[src/sv/ffsa_pkg.sv]
// Shared types and codes for the first-fit slot allocator.
// No dependencies; used by first_fit_slot_allocator.
package ffsa_pkg;

    // Request codes carried on the op field
    localparam logic OP_ALLOC = 1'b0;
    localparam logic OP_FREE  = 1'b1;

    // Width of the run_length field; FREE_W is the saturation width of free_slots
    localparam int LEN_W  = 5;
    localparam int HND_W  = 4;
    localparam int OCC_W  = 16;
    localparam int FREE_W = 5;
    localparam logic [FREE_W-1:0] FREE_MAX = 5'd31;

    typedef enum logic [2:0] {
        ST_IDLE,
        ST_SCAN,
        ST_MARK,
        ST_FREE,
        ST_DONE
    } ffsa_state_t;

endpackage

[src/sv/first_fit_slot_allocator.sv]
// First-fit contiguous slot allocator: owner table, shared scan sequencer, output register.
// Depends on ffsa_pkg.
// Allocate scans the slots one index at a time for a free run of run_length, then marks
// that run; free walks every slot; an allocate with a bad length goes straight to done.
// One item at a time: in_stall is high from acceptance until the result is loaded.
// Reset (rst_n low, asynchronous) marks every slot free and clears the output valid flag.
module first_fit_slot_allocator #(
    parameter int SLOTS = 16
) (
    input  logic                          clk,
    input  logic                          rst_n,
    input  logic                          in_valid,
    output logic                          in_stall,
    input  logic                          op,
    input  logic [ffsa_pkg::LEN_W-1:0]    run_length,
    input  logic [ffsa_pkg::HND_W-1:0]    handle,
    output logic                          out_valid,
    input  logic                          out_stall,
    output logic                          ok,
    output logic [ffsa_pkg::HND_W-1:0]    start_slot,
    output logic [ffsa_pkg::OCC_W-1:0]    occupancy,
    output logic [ffsa_pkg::FREE_W-1:0]   free_slots
);

    localparam int IDX_W = $clog2(SLOTS);
    localparam int CNT_W = $clog2(SLOTS + 1);
    localparam int LW    = (CNT_W > ffsa_pkg::LEN_W) ? CNT_W : ffsa_pkg::LEN_W;
    localparam int HW    = (IDX_W > ffsa_pkg::HND_W) ? IDX_W : ffsa_pkg::HND_W;
    localparam int FW    = (CNT_W > ffsa_pkg::FREE_W) ? CNT_W : ffsa_pkg::FREE_W;
    localparam logic [IDX_W-1:0] LAST_IDX = IDX_W'(SLOTS - 1);

    ffsa_pkg::ffsa_state_t state_reg, state_next;

    logic [SLOTS-1:0]    valid_reg, valid_next;
    logic [IDX_W-1:0]    owner_reg [SLOTS];
    logic                owner_we;
    logic [IDX_W-1:0]    owner_wdata;

    logic [IDX_W-1:0]    idx_reg, idx_next;
    logic [CNT_W-1:0]    run_reg, run_next;
    logic [CNT_W-1:0]    run_start_reg, run_start_next;
    logic [CNT_W-1:0]    free_cnt_reg, free_cnt_next;
    logic [LW-1:0]       len_reg, len_next;
    logic [ffsa_pkg::HND_W-1:0] hnd_reg, hnd_next;
    logic                res_ok_reg, res_ok_next;
    logic [IDX_W-1:0]    res_start_reg, res_start_next;

    logic                out_valid_reg, out_valid_next;
    logic                ok_reg, ok_next;
    logic [ffsa_pkg::HND_W-1:0]  start_reg, start_next;
    logic [ffsa_pkg::OCC_W-1:0]  occ_reg, occ_next;
    logic [ffsa_pkg::FREE_W-1:0] free_reg, free_next;

    logic [ffsa_pkg::OCC_W-1:0]  occ_now;
    logic [FW-1:0]       free_ext;
    logic [HW-1:0]       start_ext;
    logic [LW-1:0]       run_inc;
    logic                in_take;
    logic                len_ok;
    logic                slot_used;
    logic [IDX_W-1:0]    cur_owner;

    generate
        for (genvar b = 0; b < ffsa_pkg::OCC_W; b++) begin : g_occ
            if (b < SLOTS) begin : g_on
                assign occ_now[b] = valid_reg[b];
            end
            else begin : g_off
                assign occ_now[b] = 1'b0;
            end
        end
    endgenerate

    assign free_ext  = FW'(free_cnt_reg);
    assign start_ext = HW'(res_start_reg);
    assign in_take   = in_valid && (state_reg == ffsa_pkg::ST_IDLE);
    assign len_ok    = (run_length != '0) && (LW'(run_length) <= LW'(SLOTS));
    assign slot_used = valid_reg[idx_reg];
    assign cur_owner = owner_reg[idx_reg];
    assign run_inc   = LW'(run_reg) + LW'(1);

    always_comb
    begin
        state_next     = state_reg;
        valid_next     = valid_reg;
        idx_next       = idx_reg;
        run_next       = run_reg;
        run_start_next = run_start_reg;
        free_cnt_next  = free_cnt_reg;
        len_next       = len_reg;
        hnd_next       = hnd_reg;
        res_ok_next    = res_ok_reg;
        res_start_next = res_start_reg;
        owner_we       = 1'b0;
        owner_wdata    = res_start_reg;
        out_valid_next = out_valid_reg && out_stall;
        ok_next        = ok_reg;
        start_next     = start_reg;
        occ_next       = occ_reg;
        free_next      = free_reg;

        unique case (state_reg)
            ffsa_pkg::ST_IDLE:
            begin
                if (in_take)
                begin
                    idx_next       = '0;
                    run_next       = '0;
                    run_start_next = '0;
                    len_next       = LW'(run_length);
                    hnd_next       = handle;
                    res_ok_next    = 1'b0;
                    res_start_next = '0;
                    if (op == ffsa_pkg::OP_FREE)
                    begin
                        res_ok_next = 1'b1;
                        state_next  = ffsa_pkg::ST_FREE;
                    end
                    else if (len_ok)
                    begin
                        state_next = ffsa_pkg::ST_SCAN;
                    end
                    else
                    begin
                        state_next = ffsa_pkg::ST_DONE;
                    end
                end
            end

            ffsa_pkg::ST_SCAN:
            begin
                if (slot_used)
                begin
                    run_next       = '0;
                    run_start_next = CNT_W'(idx_reg) + CNT_W'(1);
                end
                else
                begin
                    run_next = CNT_W'(run_inc);
                end
                if (!slot_used && (run_inc == len_reg))
                begin
                    // run found: rewind to its start and mark it
                    res_start_next = run_start_reg[IDX_W-1:0];
                    idx_next       = run_start_reg[IDX_W-1:0];
                    run_next       = '0;
                    state_next     = ffsa_pkg::ST_MARK;
                end
                else if (idx_reg == LAST_IDX)
                begin
                    state_next = ffsa_pkg::ST_DONE;
                end
                else
                begin
                    idx_next = idx_reg + IDX_W'(1);
                end
            end

            ffsa_pkg::ST_MARK:
            begin
                owner_we            = 1'b1;
                valid_next[idx_reg] = 1'b1;
                free_cnt_next       = free_cnt_reg - CNT_W'(1);
                run_next            = CNT_W'(run_inc);
                if (run_inc == len_reg)
                begin
                    res_ok_next = 1'b1;
                    state_next  = ffsa_pkg::ST_DONE;
                end
                else
                begin
                    idx_next = idx_reg + IDX_W'(1);
                end
            end

            ffsa_pkg::ST_FREE:
            begin
                if (slot_used && (HW'(cur_owner) == HW'(hnd_reg)))
                begin
                    valid_next[idx_reg] = 1'b0;
                    free_cnt_next       = free_cnt_reg + CNT_W'(1);
                end
                if (idx_reg == LAST_IDX)
                begin
                    state_next = ffsa_pkg::ST_DONE;
                end
                else
                begin
                    idx_next = idx_reg + IDX_W'(1);
                end
            end

            ffsa_pkg::ST_DONE:
            begin
                // wait for the output register to drain
                if (!out_valid_reg || !out_stall)
                begin
                    out_valid_next = 1'b1;
                    ok_next        = res_ok_reg;
                    start_next     = start_ext[ffsa_pkg::HND_W-1:0];
                    occ_next       = occ_now;
                    free_next      = (free_ext > FW'(ffsa_pkg::FREE_MAX)) ?
                                     ffsa_pkg::FREE_MAX : free_ext[ffsa_pkg::FREE_W-1:0];
                    state_next     = ffsa_pkg::ST_IDLE;
                end
            end

            default:
            begin
                state_next = ffsa_pkg::ST_IDLE;
            end
        endcase
    end

    always_ff @(posedge clk or negedge rst_n)
    begin
        if (!rst_n)
        begin
            state_reg     <= ffsa_pkg::ST_IDLE;
            valid_reg     <= '0;
            free_cnt_reg  <= CNT_W'(SLOTS);
            out_valid_reg <= 1'b0;
        end
        else
        begin
            state_reg     <= state_next;
            valid_reg     <= valid_next;
            free_cnt_reg  <= free_cnt_next;
            out_valid_reg <= out_valid_next;
        end
    end

    always_ff @(posedge clk)
    begin
        idx_reg       <= idx_next;
        run_reg       <= run_next;
        run_start_reg <= run_start_next;
        len_reg       <= len_next;
        hnd_reg       <= hnd_next;
        res_ok_reg    <= res_ok_next;
        res_start_reg <= res_start_next;
        ok_reg        <= ok_next;
        start_reg     <= start_next;
        occ_reg       <= occ_next;
        free_reg      <= free_next;
        if (owner_we)
        begin
            owner_reg[idx_reg] <= owner_wdata;
        end
    end

    assign in_stall   = (state_reg != ffsa_pkg::ST_IDLE);
    assign out_valid  = out_valid_reg;
    assign ok         = ok_reg;
    assign start_slot = start_reg;
    assign occupancy  = occ_reg;
    assign free_slots = free_reg;

    // free counter tracks the valid bits whenever the sequencer rests
    a_free_count: assert property (@(posedge clk) disable iff (!rst_n)
        (state_reg == ffsa_pkg::ST_IDLE) |->
        (free_cnt_reg == CNT_W'(SLOTS) - CNT_W'($countones(valid_reg))))
        else $error("free slot counter out of step with valid bits");

    // marking only ever claims a slot that the scan saw free
    a_mark_free: assert property (@(posedge clk) disable iff (!rst_n)
        (state_reg == ffsa_pkg::ST_MARK) |-> !valid_reg[idx_reg])
        else $error("mark phase hit an occupied slot");

    // a failed allocate reports start zero
    a_fail_start: assert property (@(posedge clk) disable iff (!rst_n)
        (out_valid_reg && !ok_reg) |-> (start_reg == '0))
        else $error("failed result carries a nonzero start");

    // a result is loaded exactly when the sequencer leaves the done state
    a_done_load: assert property (@(posedge clk) disable iff (!rst_n)
        ((state_reg == ffsa_pkg::ST_DONE) && (state_next == ffsa_pkg::ST_IDLE)) |=>
        out_valid_reg)
        else $error("done state left without a result");

endmodule

[config.mk]
export PLATFORM = sky130hd
export DESIGN_NAME = first_fit_slot_allocator
export DESIGN_NICKNAME = d
export VERILOG_FILES = /design/src/sv/ffsa_pkg.sv /design/src/sv/first_fit_slot_allocator.sv
export SDC_FILE = /design/constraint.sdc
export NUM_CORES = 1
export LEC_CHECK = 0
export BUFFER_PORTS_ARGS = -buffer_cell sky130_fd_sc_hd__buf_2
export CAP_MARGIN = 30
export CORE_ASPECT_RATIO = 0.6
export CORE_MARGIN = 2
export CORE_UTILIZATION = 35
export DETAILED_ROUTE_END_ITERATION = 7
export SYNTH_ARGS = -nofsm -noshare
export SYNTH_HDL_FRONTEND = slang
export SYNTH_SLANG_ARGS = --single-unit
[constraint.sdc]
create_clock -name clk -period 2.9 [get_ports clk]
set_input_delay 0.29 -clock clk [delete_from_list [all_inputs] [get_ports clk]]
set_output_delay 0.29 -clock clk [all_outputs]
set_load 0.02 [all_outputs]
==> flow_metrics.py <==
metrics = {
    "outcome": {
        "outcome": "complete, no violations",
    },
    "worst_setup_path": {
        "critical_path_arrival_ns": 3.07,
        "critical_path_peak_fanout": 6,
        "crit_type": "reg -> reg",
        "worst_setup_path_start_kind": "flip-flop",
        "cp_data_required_time_ns": 3.20,
        "crit_path_end_kind": "flip-flop",
    },
    "grt": {
        "gr-usage-all-layers": 0.163,
        "grt_max_degree": 27,
        "grt_pass1_wl_mm": 22.6,
        "vias_in_the_first_global_route": 3826,
        "grt_antenna_before_repair": 0,
        "grt.overflow.total": 0,
    },
    "timing": {
        "final_setup_fails": 0,
        "fin_tns_setup_ns": 0,
        "final_critical_path_share_of_the_clock_period": 0.955,
        "worst_slew_pin_slew_ns": 0.753,
        "finalCriticalPeriod_ns": 2.77,
        "timing.slew.headroom": 0.496,
        "timing.clock.skew_ns": 0.0104,
        "timing_max_transition_violations_final": 0,
        "fin_worst_hold_slack_ns": 0.0416,
        "maxClockFrequency_mhz": 361,
        "hold_violations": 0,
        "unrepaired_setup_endpoints_after_global_routing": "no",
    },
    "floorplan": {
        "floorplan.die_area_um2": 19200,
        "initial_core_util": 0.363,
        "io_pins": 42,
        "floorplan.rows": 37,
        "fp.dieH_um": 108,
        "core_um2": 17400,
        "die_w_um": 177,
    },
    "hold_path": {
        "hp-class": "in -> reg",
    },
    "yosys": {
        "yosysWarningCount": 0,
        "yosysUniqueCellTypes": 52,
        "synth.net_count": 438,
        "mappedNetlistArea_um2": 6310,
        "yosysSeqAreaShare": 0.669,
        "average_size_of_a_mapped_cell_um2": 15.2,
        "synth_seq_cells": 146,
        "edff_count_synth": 117,
        "post_synth_inst_count": 415,
        "synth_top_flop_cell": "edfxtp_1",
        "postSynth.asyncResetShare": 0.171,
    },
    "clocking": {
        "ctsHoldBuffers": 1,
        "cts.sink_count": 146,
        "cts_htree_levels": 4,
        "cts_root_buf": "clkbuf_16",
        "insertion_delay_ns": 0.42,
        "deepest_clock_path_buffer_count": 2,
        "tritoncts.num_buffers": 17,
        "postCtsResizedCells": 0,
        "path_clk_slew_ns": 0.07,
        "postCtsSetupRepairBufs": 0,
        "cts_tree": "yes",
    },
    "drt": {
        "route.vias.total": 3857,
        "vias_per_cell": 5.30,
        "detail-route-antenna-nets": 0,
        "dr.pass1.iters": 6,
        "drc": 0,
        "drt_iter0_markers": 413,
        "routedWlPerCell_um": 20.4,
        "routed_wirelength_mm": 14.9,
    },
    "power_and_ir_drop": {
        "irDropWorstVdd_mv": 0.391,
        "leakagePower_nw": 2.79,
        "pwr_density_cell_nw_per_um2": 1130,
    },
    "cells_and_area": {
        "antenna_cells": 0,
        "fillers": 1593,
        "fraction_of_layout_instances_using_a_drive_strength_above_1": 0.265,
        "final_cell_area_um2": 7530,
        "fin_nets": 504,
        "layout.cells.most_common": "edfxtp_1",
        "area_growth_syn_to_layout_pct": 19.3,
        "mostFrequentLayoutCells": "117 x edfxtp_1, 47 x nor2_1, 41 x buf_2",
    },
    "placement": {
        "port-buffer-count": 41,
        "hpwlAfterDp_mm": 11.1,
        "dpl-instance-area_um2": 6920,
        "gpl.final_weighted_congestion": 0.857,
    },
    "job": {
        "drv.max_cap_violation_count": 0,
    },
}
==> power breakdown <==
| group | switching (mW) | internal [mW] |
|---|---|---|
| combinational | 1.56 | 1.25 |
| sequential | 0.533 | 2.97 |
| clock | 0.919 | 1.29 |
| total | 3.01 | 5.51 |
==> routing by layer <==
metal,global-route usage,share of wire
met1,0.261,0.53
met2,0.215,0.39
met3,0.0429,0.070
met4,0.0439,0.012
met5,0,0
==> final cells by class <==
cell class	instances	area [um^2]	area share
multi-input combinational	241	1950	0.259
timing repair buffer	71	445	0.0592
clock buffer	17	425	0.0565
clock inverter	15	176	0.0234
tap	234	293	0.0389
inverter	4	15.0	0.00199
sequential	146	4220	0.561
==> through the flow <==
step / setup slack (ns) / cells / util / total power [mW]
floorplan: 0.318 / 415 / - / 5.35
global placement: 0.221 / 695 / 0.397 / 6.22
detailed placement: 0.195 / 695 / 0.397 / 6.32
CTS: 0.180 / 728 / 0.432 / 8.54
global route: 0.0708 / 728 / 0.432 / 8.94
finish: 0.129 / 728 / 0.432 / 8.53
==> worst paths after layout <==
path                                                from                          to  slack [ns]  depth (start not counted)
worst min register to register  res_ok_reg$_SDFFCE_PP1P_                ok$_DFFE_PP_        0.42                          0
worst max-delay path                idx_reg[0]$_DFFE_PP_                   flip-flop        0.13                          7
min in group asynchronous                          rst_n         out_valid$_DFF_PN0_        0.42                          2
worst min-delay path                           handle[2]        hnd_reg[2]$_DFFE_PP_        0.04                          1
worst max register to register      idx_reg[0]$_DFFE_PP_                   flip-flop        0.13                          7
max in group asynchronous                          rst_n  asynchronous set/reset pin        2.08                          2
==> cells by family after synthesis <==
group,count (synthesis),synth area share
flops,146,0.669
simple gates,119,0.0884
compound gates,53,0.0611
mux,39,0.106
buf+inv,28,0.0226
xor+xnor,21,0.0339
fa+ha+maj,9,0.0190
==> critical path, stage by stage (launching register included) <==
cell and delay, ns:
edfxtp_1 0.58, mux4_2 0.57, a22oi_1 0.22, nand2_1 0.24
or2_1 0.38, nor2_1 0.21, o32ai_1 0.16, mux2_2 0.30
==> cell usage after synthesis (all sizes together), types with 2 or more instances <==
library cell,n,area [um^2]
edfxtp,117,3510
nor2,47,176
nand2,28,105
dfrtp,24,601
mux4,19,439
a41oi,15,131
clkbuf,14,52.6
mux2i,14,153
a21oi,11,55.1
xnor2,11,96.3
buf,10,75.1
o21ai,10,50.0
ha,8,100
xor2,8,70.1
nand2b,7,43.8
nor2b,7,43.8
and3,6,37.5
mux2,6,78.8
and2,5,31.3
nor3,5,25.0
dfxtp,4,80.1
inv,4,15.0
or2,4,25.0
a31oi,3,18.8
nand3,3,15.0
a21o,2,15.0
a22oi,2,15.0
nor3b,2,15.0
xor3,2,47.6
No activity file was read; power rests on OpenSTA's default activity.
